<file path="src/hw/rtl/assert_macros.svh">
// Assertion macros for the RTL file that carries checks (the top level).
`ifndef ASSERT_MACROS_SVH
`define ASSERT_MACROS_SVH

// Assert that a property holds at every clock edge outside reset.
`define ASSERT_CLK(label, clk, rst, prop, msg) \
   label: assert property (@(posedge clk) disable iff (rst) (prop)) else $error(msg);

// Assert that a condition is never true at a clock edge outside reset.
`define ASSERT_NEVER(label, clk, rst, cond, msg) \
   label: assert property (@(posedge clk) disable iff (rst) !(cond)) else $error(msg);

`endif

</file>
<file path="src/hw/rtl/jlh_pkg.sv">
// Shared types, constants and the mix step of the lookup2 hash engine.
package jlh_pkg;

   localparam logic [31:0] Golden = 32'h9e3779b9;
   localparam int MixSteps = 9;
   localparam int BlockBytes = 12;
   localparam logic [3:0] LastStep = 4'(MixSteps - 1);
   localparam logic [3:0] LastPos = 4'(BlockBytes - 1);

   // Work handed from the front to the back.
   typedef enum logic [1:0] {
      JOB_BLOCK,
      JOB_BLOCK_LAST,
      JOB_TAIL,
      JOB_EMPTY
   } job_kind_type;

   typedef struct packed {
      job_kind_type kind;
      logic [31:0]  len;
      logic [95:0]  words;
   } job_type;

   typedef struct packed {
      logic full;
      logic empty;
   } queue_stat_type;

   typedef struct packed {
      logic busy;
      logic result_load;
   } back_stat_type;

   typedef enum logic [1:0] {
      BK_IDLE,
      BK_MIX,
      BK_LEN,
      BK_DONE
   } back_state_type;

   typedef struct packed {
      logic [31:0] a;
      logic [31:0] b;
      logic [31:0] c;
   } lanes_type;

   // One of the nine subtract/xor steps of the lookup2 mix.
   function automatic lanes_type jlh_mix_step(input logic [3:0] step, input lanes_type l);
      lanes_type r;
      r = l;
      case (step)
         4'd0: r.a = (l.a - l.b - l.c) ^ (l.c >> 13);
         4'd1: r.b = (l.b - l.c - l.a) ^ (l.a << 8);
         4'd2: r.c = (l.c - l.a - l.b) ^ (l.b >> 13);
         4'd3: r.a = (l.a - l.b - l.c) ^ (l.c >> 12);
         4'd4: r.b = (l.b - l.c - l.a) ^ (l.a << 16);
         4'd5: r.c = (l.c - l.a - l.b) ^ (l.b >> 5);
         4'd6: r.a = (l.a - l.b - l.c) ^ (l.c >> 3);
         4'd7: r.b = (l.b - l.c - l.a) ^ (l.a << 10);
         4'd8: r.c = (l.c - l.a - l.b) ^ (l.b >> 15);
         default: r = l;
      endcase
      return r;
   endfunction

endpackage

</file>
<file path="src/hw/rtl/jenkins_lookup2_hash.sv">
// Lookup2 hash top level: one message byte per cycle in, one 32-bit hash per message out.
// Bytes are taken every cycle while the job queue has room; the mix engine handles each
// 12-byte block as a load and nine mix steps, so it keeps up with a stream's blocks.
// If a message's last byte ends a block, a second mix follows once the length is added.
// The front takes later bytes while the engine mixes, as long as the queue has room.
// Synchronous active-high reset clears the block, the lanes, the queue and rsp_tvalid.
`include "assert_macros.svh"

module jenkins_lookup2_hash #(
   parameter int QUEUE_DEPTH = 4
) (
   input  logic        clock,
   input  logic        reset,
   input  logic        req_tvalid,
   output logic        req_tready,
   input  logic [7:0]  req_tdata,    // data_byte[7:0]
   input  logic        req_tlast,
   input  logic        req_tuser,    // empty_message
   output logic        rsp_tvalid,
   input  logic        rsp_tready,
   output logic [31:0] rsp_tdata     // hash_value[31:0]
);
   import jlh_pkg::*;

   logic           q_push;
   logic           q_pop;
   job_type        push_job;
   job_type        head_job;
   queue_stat_type q_stat;
   back_stat_type  bk_stat;

   jlh_front u_front (
      .clock      (clock),
      .reset      (reset),
      .req_tvalid (req_tvalid),
      .req_tready (req_tready),
      .req_tdata  (req_tdata),
      .req_tlast  (req_tlast),
      .req_tuser  (req_tuser),
      .q_stat     (q_stat),
      .push       (q_push),
      .push_job   (push_job)
   );

   jlh_queue #(
      .DEPTH (QUEUE_DEPTH)
   ) u_queue (
      .clock    (clock),
      .reset    (reset),
      .push     (q_push),
      .push_job (push_job),
      .pop      (q_pop),
      .head_job (head_job),
      .q_stat   (q_stat)
   );

   jlh_back u_back (
      .clock      (clock),
      .reset      (reset),
      .head_job   (head_job),
      .q_stat     (q_stat),
      .pop        (q_pop),
      .bk_stat    (bk_stat),
      .rsp_tvalid (rsp_tvalid),
      .rsp_tready (rsp_tready),
      .rsp_tdata  (rsp_tdata)
   );

   // Check queue and engine interplay.
   `ASSERT_NEVER(a_push_full, clock, reset, q_push && q_stat.full, "job pushed into full queue")
   `ASSERT_NEVER(a_pop_empty, clock, reset, q_pop && q_stat.empty, "job popped from empty queue")
   `ASSERT_CLK(a_result_slot, clock, reset,
               bk_stat.result_load |-> (!rsp_tvalid || rsp_tready),
               "result overwrote pending transfer")
   `ASSERT_CLK(a_pop_idle, clock, reset, q_pop |=> bk_stat.busy,
               "engine not busy after taking a job")

endmodule

</file>
<file path="src/hw/rtl/jlh_front.sv">
// Front end: gathers bytes into 12-byte blocks and issues mix jobs.
module jlh_front (
   input  logic                    clock,
   input  logic                    reset,
   input  logic                    req_tvalid,
   output logic                    req_tready,
   input  logic [7:0]              req_tdata,   // data_byte[7:0]
   input  logic                    req_tlast,
   input  logic                    req_tuser,   // empty_message
   input  jlh_pkg::queue_stat_type q_stat,
   output logic                    push,
   output jlh_pkg::job_type        push_job
);
   import jlh_pkg::*;

   logic [95:0] block_ff, block_in;
   logic [3:0]  pos_ff, pos_in;
   logic [31:0] len_ff, len_in;
   logic [95:0] block_fill;
   logic [31:0] len_next;
   logic        take;
   logic        full_blk;

   assign req_tready = !q_stat.full;
   assign take       = req_tvalid && req_tready;
   assign len_next   = len_ff + 32'd1;
   assign full_blk   = (pos_ff == LastPos);

   // Drop the byte into its lane of the block.
   always_comb begin
      block_fill = block_ff;
      for (int i = 0; i < BlockBytes; i++) begin
         if (pos_ff == 4'(i)) begin
            block_fill[i*8 +: 8] = req_tdata;
         end
      end
   end

   // Classify the transfer and advance the block state.
   always_comb begin
      block_in = block_ff;
      pos_in   = pos_ff;
      len_in   = len_ff;
      push     = 1'b0;
      push_job = '{kind: JOB_BLOCK, len: len_next, words: block_fill};
      if (take) begin
         if (req_tuser) begin
            push     = 1'b1;
            push_job = '{kind: JOB_EMPTY, len: 32'd0, words: 96'd0};
            block_in = '0;
            pos_in   = '0;
            len_in   = '0;
         end else if (req_tlast) begin
            push          = 1'b1;
            push_job.kind = full_blk ? JOB_BLOCK_LAST : JOB_TAIL;
            block_in      = '0;
            pos_in        = '0;
            len_in        = '0;
         end else if (full_blk) begin
            push     = 1'b1;
            block_in = '0;
            pos_in   = '0;
            len_in   = len_next;
         end else begin
            block_in = block_fill;
            pos_in   = pos_ff + 4'd1;
            len_in   = len_next;
         end
      end
   end

   always_ff @(posedge clock) begin
      if (reset) begin
         block_ff <= '0;
         pos_ff   <= '0;
         len_ff   <= '0;
      end else begin
         block_ff <= block_in;
         pos_ff   <= pos_in;
         len_ff   <= len_in;
      end
   end

endmodule

</file>
<file path="src/hw/rtl/jlh_queue.sv">
// Short job queue between the front end and the mix engine.
module jlh_queue #(
   parameter int DEPTH = 4
) (
   input  logic                     clock,
   input  logic                     reset,
   input  logic                     push,
   input  jlh_pkg::job_type         push_job,
   input  logic                     pop,
   output jlh_pkg::job_type         head_job,
   output jlh_pkg::queue_stat_type  q_stat
);
   import jlh_pkg::*;

   localparam int PtrW = (DEPTH > 1) ? $clog2(DEPTH) : 1;
   localparam int CntW = $clog2(DEPTH + 1);
   localparam logic [PtrW-1:0] PtrLast = PtrW'(DEPTH - 1);
   localparam logic [CntW-1:0] CntFull = CntW'(DEPTH);
   localparam logic [PtrW-1:0] PtrOne  = PtrW'(1);
   localparam logic [CntW-1:0] CntOne  = CntW'(1);

   job_type         mem_ff [DEPTH];
   logic [PtrW-1:0] wr_ptr_ff, wr_ptr_in;
   logic [PtrW-1:0] rd_ptr_ff, rd_ptr_in;
   logic [CntW-1:0] count_ff, count_in;

   assign head_job     = mem_ff[rd_ptr_ff];
   assign q_stat.full  = (count_ff == CntFull);
   assign q_stat.empty = (count_ff == '0);

   // Advance pointers and occupancy.
   always_comb begin
      wr_ptr_in = wr_ptr_ff;
      rd_ptr_in = rd_ptr_ff;
      count_in  = count_ff;
      if (push) begin
         wr_ptr_in = (wr_ptr_ff == PtrLast) ? '0 : wr_ptr_ff + PtrOne;
      end
      if (pop) begin
         rd_ptr_in = (rd_ptr_ff == PtrLast) ? '0 : rd_ptr_ff + PtrOne;
      end
      case ({push, pop})
         2'b10:   count_in = count_ff + CntOne;
         2'b01:   count_in = count_ff - CntOne;
         default: count_in = count_ff;
      endcase
   end

   always_ff @(posedge clock) begin
      if (reset) begin
         wr_ptr_ff <= '0;
         rd_ptr_ff <= '0;
         count_ff  <= '0;
      end else begin
         wr_ptr_ff <= wr_ptr_in;
         rd_ptr_ff <= rd_ptr_in;
         count_ff  <= count_in;
      end
   end

   // Store the job at the write slot.
   always_ff @(posedge clock) begin
      if (push) begin
         mem_ff[wr_ptr_ff] <= push_job;
      end
   end

endmodule

</file>
<file path="src/hw/rtl/jlh_back.sv">
// Mix engine: runs the lookup2 mix one step a cycle and holds the result.
module jlh_back (
   input  logic                    clock,
   input  logic                    reset,
   input  jlh_pkg::job_type        head_job,
   input  jlh_pkg::queue_stat_type q_stat,
   output logic                    pop,
   output jlh_pkg::back_stat_type  bk_stat,
   output logic                    rsp_tvalid,
   input  logic                    rsp_tready,
   output logic [31:0]             rsp_tdata    // hash_value[31:0]
);
   import jlh_pkg::*;

   back_state_type state_ff, state_in;
   logic [3:0]     step_ff, step_in;
   job_kind_type   kind_ff, kind_in;
   logic [31:0]    len_ff, len_in;
   lanes_type      lanes_ff, lanes_in;
   logic           rsp_valid_ff, rsp_valid_in;
   logic [31:0]    rsp_data_ff, rsp_data_in;
   lanes_type      mix_out;
   logic           out_free;
   logic           result_load;

   assign out_free   = !rsp_valid_ff || rsp_tready;
   assign mix_out    = jlh_mix_step(step_ff, lanes_ff);
   assign rsp_tvalid = rsp_valid_ff;
   assign rsp_tdata  = rsp_data_ff;

   // Next state.
   always_comb begin
      state_in = state_ff;
      unique case (state_ff)
         BK_IDLE: begin
            if (!q_stat.empty) state_in = BK_MIX;
         end
         BK_MIX: begin
            if (step_ff == LastStep) begin
               case (kind_ff) inside
                  JOB_BLOCK:            state_in = BK_IDLE;
                  JOB_BLOCK_LAST:       state_in = BK_LEN;
                  JOB_TAIL, JOB_EMPTY:  state_in = BK_DONE;
                  default:              state_in = BK_IDLE;
               endcase
            end
         end
         BK_LEN: state_in = BK_MIX;
         BK_DONE: begin
            if (out_free) state_in = BK_IDLE;
         end
         default: state_in = BK_IDLE;
      endcase
   end

   // Control outputs.
   always_comb begin
      pop         = 1'b0;
      result_load = 1'b0;
      unique case (state_ff)
         BK_IDLE: pop         = !q_stat.empty;
         BK_DONE: result_load = out_free;
         default: begin
            pop         = 1'b0;
            result_load = 1'b0;
         end
      endcase
   end

   assign bk_stat.busy        = (state_ff != BK_IDLE);
   assign bk_stat.result_load = result_load;

   // Lane datapath.
   always_comb begin
      lanes_in     = lanes_ff;
      step_in      = step_ff;
      kind_in      = kind_ff;
      len_in       = len_ff;
      rsp_data_in  = rsp_data_ff;
      rsp_valid_in = rsp_valid_ff && !rsp_tready;
      unique case (state_ff)
         BK_IDLE: begin
            if (pop) begin
               kind_in = head_job.kind;
               len_in  = head_job.len;
               step_in = '0;
               case (head_job.kind) inside
                  JOB_BLOCK, JOB_BLOCK_LAST: begin
                     lanes_in.a = lanes_ff.a + head_job.words[31:0];
                     lanes_in.b = lanes_ff.b + head_job.words[63:32];
                     lanes_in.c = lanes_ff.c + head_job.words[95:64];
                  end
                  JOB_TAIL: begin
                     lanes_in.a = lanes_ff.a + head_job.words[31:0];
                     lanes_in.b = lanes_ff.b + head_job.words[63:32];
                     lanes_in.c = lanes_ff.c + head_job.len
                                  + {head_job.words[87:64], 8'd0};
                  end
                  default: begin
                     lanes_in = '{a: Golden, b: Golden, c: 32'd0};
                  end
               endcase
            end
         end
         BK_MIX: begin
            lanes_in = mix_out;
            step_in  = (step_ff == LastStep) ? 4'd0 : step_ff + 4'd1;
         end
         BK_LEN: begin
            lanes_in.c = lanes_ff.c + len_ff;
            kind_in    = JOB_TAIL;
            step_in    = '0;
         end
         BK_DONE: begin
            if (result_load) begin
               rsp_data_in  = lanes_ff.c;
               rsp_valid_in = 1'b1;
               lanes_in     = '{a: Golden, b: Golden, c: 32'd0};
            end
         end
         default: lanes_in = lanes_ff;
      endcase
   end

   always_ff @(posedge clock) begin
      if (reset) begin
         state_ff     <= BK_IDLE;
         step_ff      <= '0;
         kind_ff      <= JOB_BLOCK;
         lanes_ff     <= '{a: Golden, b: Golden, c: 32'd0};
         rsp_valid_ff <= 1'b0;
      end else begin
         state_ff     <= state_in;
         step_ff      <= step_in;
         kind_ff      <= kind_in;
         lanes_ff     <= lanes_in;
         rsp_valid_ff <= rsp_valid_in;
      end
   end

   // Payload registers.
   always_ff @(posedge clock) begin
      len_ff      <= len_in;
      rsp_data_ff <= rsp_data_in;
   end

endmodule
</file>
<file path="config.mk">
export PLATFORM = sky130hd
export DESIGN_NAME = jenkins_lookup2_hash
export DESIGN_NICKNAME = d
export VERILOG_FILES = /design/src/hw/rtl/jlh_pkg.sv /design/src/hw/rtl/jenkins_lookup2_hash.sv /design/src/hw/rtl/jlh_front.sv /design/src/hw/rtl/jlh_queue.sv /design/src/hw/rtl/jlh_back.sv
export VERILOG_INCLUDE_DIRS = /design/src /design/src/hw/rtl
export SDC_FILE = /design/constraint.sdc
export NUM_CORES = 2
export LEC_CHECK = 0
export BUFFER_PORTS_ARGS = -buffer_cell sky130_fd_sc_hd__buf_4
export CAP_MARGIN = 40
export CORE_UTILIZATION = 59
export CTS_CLUSTER_SIZE = 16
export DETAILED_ROUTE_END_ITERATION = 8
export PLACE_DENSITY = 0.75
export SYNTH_ARGS = -nofsm -noshare
export SYNTH_HDL_FRONTEND = slang
export SYNTH_SLANG_ARGS = --single-unit
export TNS_END_PERCENT = 100
</file>
<file path="constraint.sdc">
create_clock -name clock -period 10 [get_ports clock]
set_clock_uncertainty 0.1 [all_clocks]
set_input_delay 0.5 -clock clock [delete_from_list [all_inputs] [get_ports clock]]
set_output_delay 0.5 -clock clock [all_outputs]
set_load 0.1 [all_outputs]
</file>
# --- Yosys cells after proc, flatten, opt, wreduce, memory -nomap -nowiden ---
# Memory sizes are Yosys's and may differ from the RTL's. A register that Yosys moved wholly into a read port is not among the register bits.
# Index checks and enable logic that the tools add are counted.
word_totals:
  ff_bits: 308
  latch_bits: 0
  mem_bits_rw: 520
  romBits: 0
  inputBits: 14
  elab_cells: 172
  n_memories: 1
mem_list:
  columns: ["name", "words", "width", "read_ports", "rd_clocked_by_memory_dff", "write_ports", "line_no", "rtl"]
  rows:
  - ["u_queue.mem_ff", 4, 130, 1, 1, 1, "jlh_queue.sv:22", "job_type mem_ff [DEPTH];"]
op_classes:
  n_addsub: 19
  mul: 0
  n_div: 0
  order_cmp: 0
  n_eq_ne: 40
  shift: 0
  mux: 61
  n_bitwise: 9
  n_reduce_logical: 27
ops:
  columns: ["cell", "count"]
  rows:
  - ["$mux 96", 7]
  - ["$pmux 32 s3", 3]
  - ["$add 32x32->32", 6]
  - ["$pmux 64 s3", 1]
  - ["$sub 32x32->32", 6]
  - ["$mux 130", 1]
  - ["$mux 128", 1]
  - ["$pmux 32 s4", 1]
  - ["$mux 8", 12]
  - ["$xor 32x32->32", 3]
  - ["$mux 32", 2]
  - ["$xor 32x19->32", 2]
  - ["$add 32x1->32 const B", 1]
  - ["$eq 4x3->1 const B", 8]
  - ["$xor 32x17->32", 1]
  - ["$xor 32x20->32", 1]
  - ["$xor 32x27->32", 1]
  - ["$xor 32x29->32", 1]
  - ["$mux 2", 14]
  - ["$eq 4x4->1 const B", 5]
  - ["$mux 4", 5]
  - ["$eq 2x2->1 const B", 8]
  - ["$eq 4x2->1 const B", 4]
  - ["$pmux 4 s3", 1]
  - ["27 further kinds", 61]

# --- Depth between registers and ports, before layout ---
logic_depth:
  ltp_word: 7
  ltp_mapped: 17
  mapped_depth_nobuf: 14

# --- Cells and area by module ---
# Synthesis repeated with hierarchy kept, for this count alone.
unflattened:
  hier_cells: 4682
  hier_area_um2: 51563.2
modules_own_cells:
  columns: ["module", "instances", "cells_per_inst", "area_each_um2", "seq_area_each_um2"]
  rows:
  - ["jlh_back", 1, 2971, 24621.1, 4023.9]
  - ["jlh_queue", 1, 727, 19309.8, 15795.1]
  - ["jlh_front", 1, 984, 7632.3, 2642.5]

# --- Worst setup path after synthesis ---
# No wires, ideal clock.
synth_path:
  kind: "register to register"
  start: "reg u_queue.count_ff[1]"
  end: "mem u_queue.mem_ff[0][0] (netlist bit), enable pin"
  setup_time_ps: 505
  t_arrival_ps: 4883
  required_time_ps: 9395
  setup_slack_ps: 4512
  stages_incl_launch_ff: 7
  path_buffers: 1
  synth_period_minus_slack_ps: 5488
  path_cell_list: "dfxtp_1 inv_1 nand3_1 nand2_1 clkbuf_1 a21oi_1 and2_1"
synth_via:
  elab_chain_cells: 6
synth_lines:
  columns: ["item", "line_no", "rtl"]
  rows:
  - ["from (decl)", "jlh_queue.sv:25", "logic [CntW-1:0] count_ff, count_in;"]
  - ["from (signal assigned)", "jlh_queue.sv:57", "count_ff <= count_in;"]
  - ["$eq 3x3->1", "jlh_queue.sv:28", "assign q_stat.full = (count_ff == CntFull);"]
  - ["$logic_not 1->1", "jlh_front.sv:24", "assign req_tready = !q_stat.full;"]
  - ["via req_tready", "jenkins_lookup2_hash.sv:15", "output logic req_tready,"]
  - ["$logic_and 1x1->1", "jlh_front.sv:25", "assign take = req_tvalid && req_tready;"]
  - ["$mux 1", "jlh_front.sv:46", "if (take) begin"]
  - ["$mux 1", "jlh_queue.sv:63", "if (push) begin"]
  - ["$mux 1 (implied by the code)", "jlh_queue.sv:64", "mem_ff[wr_ptr_ff] <= push_job;"]
  - ["to (decl)", "jlh_queue.sv:22", null]
# The timed path passes the listed nets, and every way through them passes these cells.

==> impl_metrics.toml <==
[placement]
place_congestion = 1.04
dpl_cell_area_um2 = 53600
dp_hpwl_mm = 128
io_buffer_count = 47

[sta]
fmax_mhz = 185
slew-limit-headroom = 0.352
period_needed_ns = 5.40
setup_viol = 0
period_share = 0.540
finalSetupTns_ns = 0
drv_slew = 0
rsz0062_at_grt = "false"
hold_viol_final = 0
tightest_slew_ns = 0.972

[floorplan]
die_w_um = 298
rows = 108
die-area_um2 = 89000
io_pins = 48
die_y_um = 298
coreArea_um2 = 86900
start_util = 0.596

[detailed_routing]
postRouteAntennaNets = 0
vias_per_cell = 6.88
dr.pass1.iters = 6
initialDrtViolationCount = 5841
routedWlPerCell_um = 28.6
totalWireLength_mm = 176
num_vias = 42173
drc_errors = 0

[logic_synthesis]
ys_types = 89
netlist_top_cells_area = "edfxtp_1 (34%), dfxtp_1 (9.5%), ha_1 (6.7%), mux4_2 (5.7%), fa_1 (4.7%)"
synthFlopType = "edfxtp_1"
synth_edf_count = 584
synth_seq_area_share = 0.434
async_reset_ff_frac = 0
yosys_register_bits = 830
synth.top_cell.area_share = 0.339
yosysTopAreaCell = "edfxtp_1"
syn-num-nets = 5332
ys_warn_count = 0
avgSynthCellArea_um2 = 10.5
yosysMostFrequentCell = "edfxtp_1"
synthTopCellsByCount = "edfxtp_1 (584), a21oi_1 (465), nand2_1 (406)"
synth_area_um2 = 51800
syn_inst = 4920

[setup_path]
arrival_ns = 5.82
path_class = "register to register"
crit_required_ns = 10.42
worst_setup_path_start_kind = "register"
endpoint_kind = "register"
r2r_cells = 12
crit_fanout = 65

[clock_network]
cts_made_buffers = 87
post_cts_buffers = 0
clk_latency_ns = 0.68
htreeDepth = 3
cts_tree = "done"
clock_path_buffers = 3
cts_root_buf = "clkbuf_16"
path_clk_slew_ns = 0.06
cts.sinks = 830
cts_hold_buffers = 0
post_cts_resized = 0

[flow_run]
maxCapViolations = 0

[cells_and_area]
drive_above_1_share = 0.0939
syn2layout_area_growth_pct = 9.27
fin_nets = 5312
final_cell_area_um2 = 56600

[worst_hold_path]
hold_depth = 3
hold_class = "input port to register"

[outcome]
outcome = "finished clean"

[global_routing]
grt_max_degree = 76
grt_pass1_vias = 39755
grt_overflow = 0
grt_use_total = 0.389
antenna_found_initial = 6
grt_pass1_wl_mm = 258
[area by class of cell]
type,count,area (um^2)
Inverter,163,612
Multi-Input combinational cell,3664,27800
Clock buffer,119,2430
Timing Repair Buffer,154,1290
Tap cell,1155,1450
Fill cell,6821,30300
Sequential cell,830,22500
Clock inverter,41,579
Antenna cell,1,2.50
[cell families (layout without fill, tap and decap cells)]
| logic type | count (synthesis) | count (layout) | share of synthesized area |
|---|---|---|---|
| fa+ha+maj | 398 | 398 | 0.114 |
| mux | 162 | 162 | 0.0628 |
| simple gates | 1275 | 1275 | 0.113 |
| other cells | 0 | 1 | 0 |
| buf+inv | 426 | 477 | 0.0311 |
| xor+xnor | 353 | 353 | 0.0610 |
| compound gates | 1476 | 1476 | 0.184 |
| flops | 830 | 830 | 0.434 |
[final timing paths]
kind	startpoint	endpoint	slack [ns]
hold reg to reg	u_front.block_ff[93]	u_front.block_ff[93]	0.38
setup / recovery	register	u_back.lanes_ff[63]	4.60
setup reg to reg	register	u_back.lanes_ff[63]	4.60
hold / removal	rsp_tready	u_back.rsp_tvalid	0.04
[routing by layer]
| metal | global-route usage | share of wire | wire length [um] |
|---|---|---|---|
| met1 | 0.554 | 0.41 | 71600 |
| met2 | 0.585 | 0.44 | 77200 |
| met3 | 0.0796 | 0.11 | 19400 |
| met4 | 0.150 | 0.041 | 7270 |
| met5 | 0 | 0.00023 | 40 |
[worst max-delay path, stage by stage, from the launching register on]
cell	delay (ns)
dfxtp_4	0.64
buf_12	0.45
mux4_2	0.60
ha_1	0.35
a2111oi_1	0.49
o21ai_1	0.31
a311oi_2	0.46
a211o_1	0.25
o21ai_1	0.15
a221oi_1	0.59
o211ai_1	0.19
o211a_1	0.16
a221o_1	0.30
[state kept, by name, summed over array words and instances (netlist names), named ones only]
signal             count
u_back.kind_ff         2
u_back.lanes_ff       96
u_back.len_ff         32
u_back.rsp_tdata      32
u_back.rsp_tvalid      1
u_back.state_ff        2
u_back.step_ff         4
u_front.block_ff      96
u_front.len_ff        32
u_front.pos_ff         4
u_queue.count_ff       3
u_queue.mem_ff       520
u_queue.rd_ptr_ff      2
u_queue.wr_ptr_ff      2
[cell usage in the layout (no fill, tap or decap), types with 59 or more instances in the layout]
cell type	instances
edfxtp_1	584
a21oi_1	463
nand2_1	406
nor2_1	369
ha_1	276
dfxtp_1	243
xnor2_1	240
o21ai_0	236
inv_1	162
nand3_1	148
buf_4	144
mux4_2	130
a22oi_1	126
fa_1	122
xor2_1	108
a21o_1	101
clkbuf_16	87
nor3_1	73
a221oi_1	68
a211oi_1	64
o22ai_1	59
[stage by stage]
stage,instances,utilization,hold WS (ns),worst slack (ns)
floorplan,4920,-,0.352,4.51
global placement,5956,0.615,0.366,4.85
detailed placement,5965,0.617,0.368,4.70
CTS,6125,0.651,0.0132,4.64
global route,6126,0.651,0.0276,4.27
finish,6127,0.651,0.0353,4.60
Power is not shown: default switching activity piles up to over one toggle a cycle in this logic, so the estimate is an artifact.
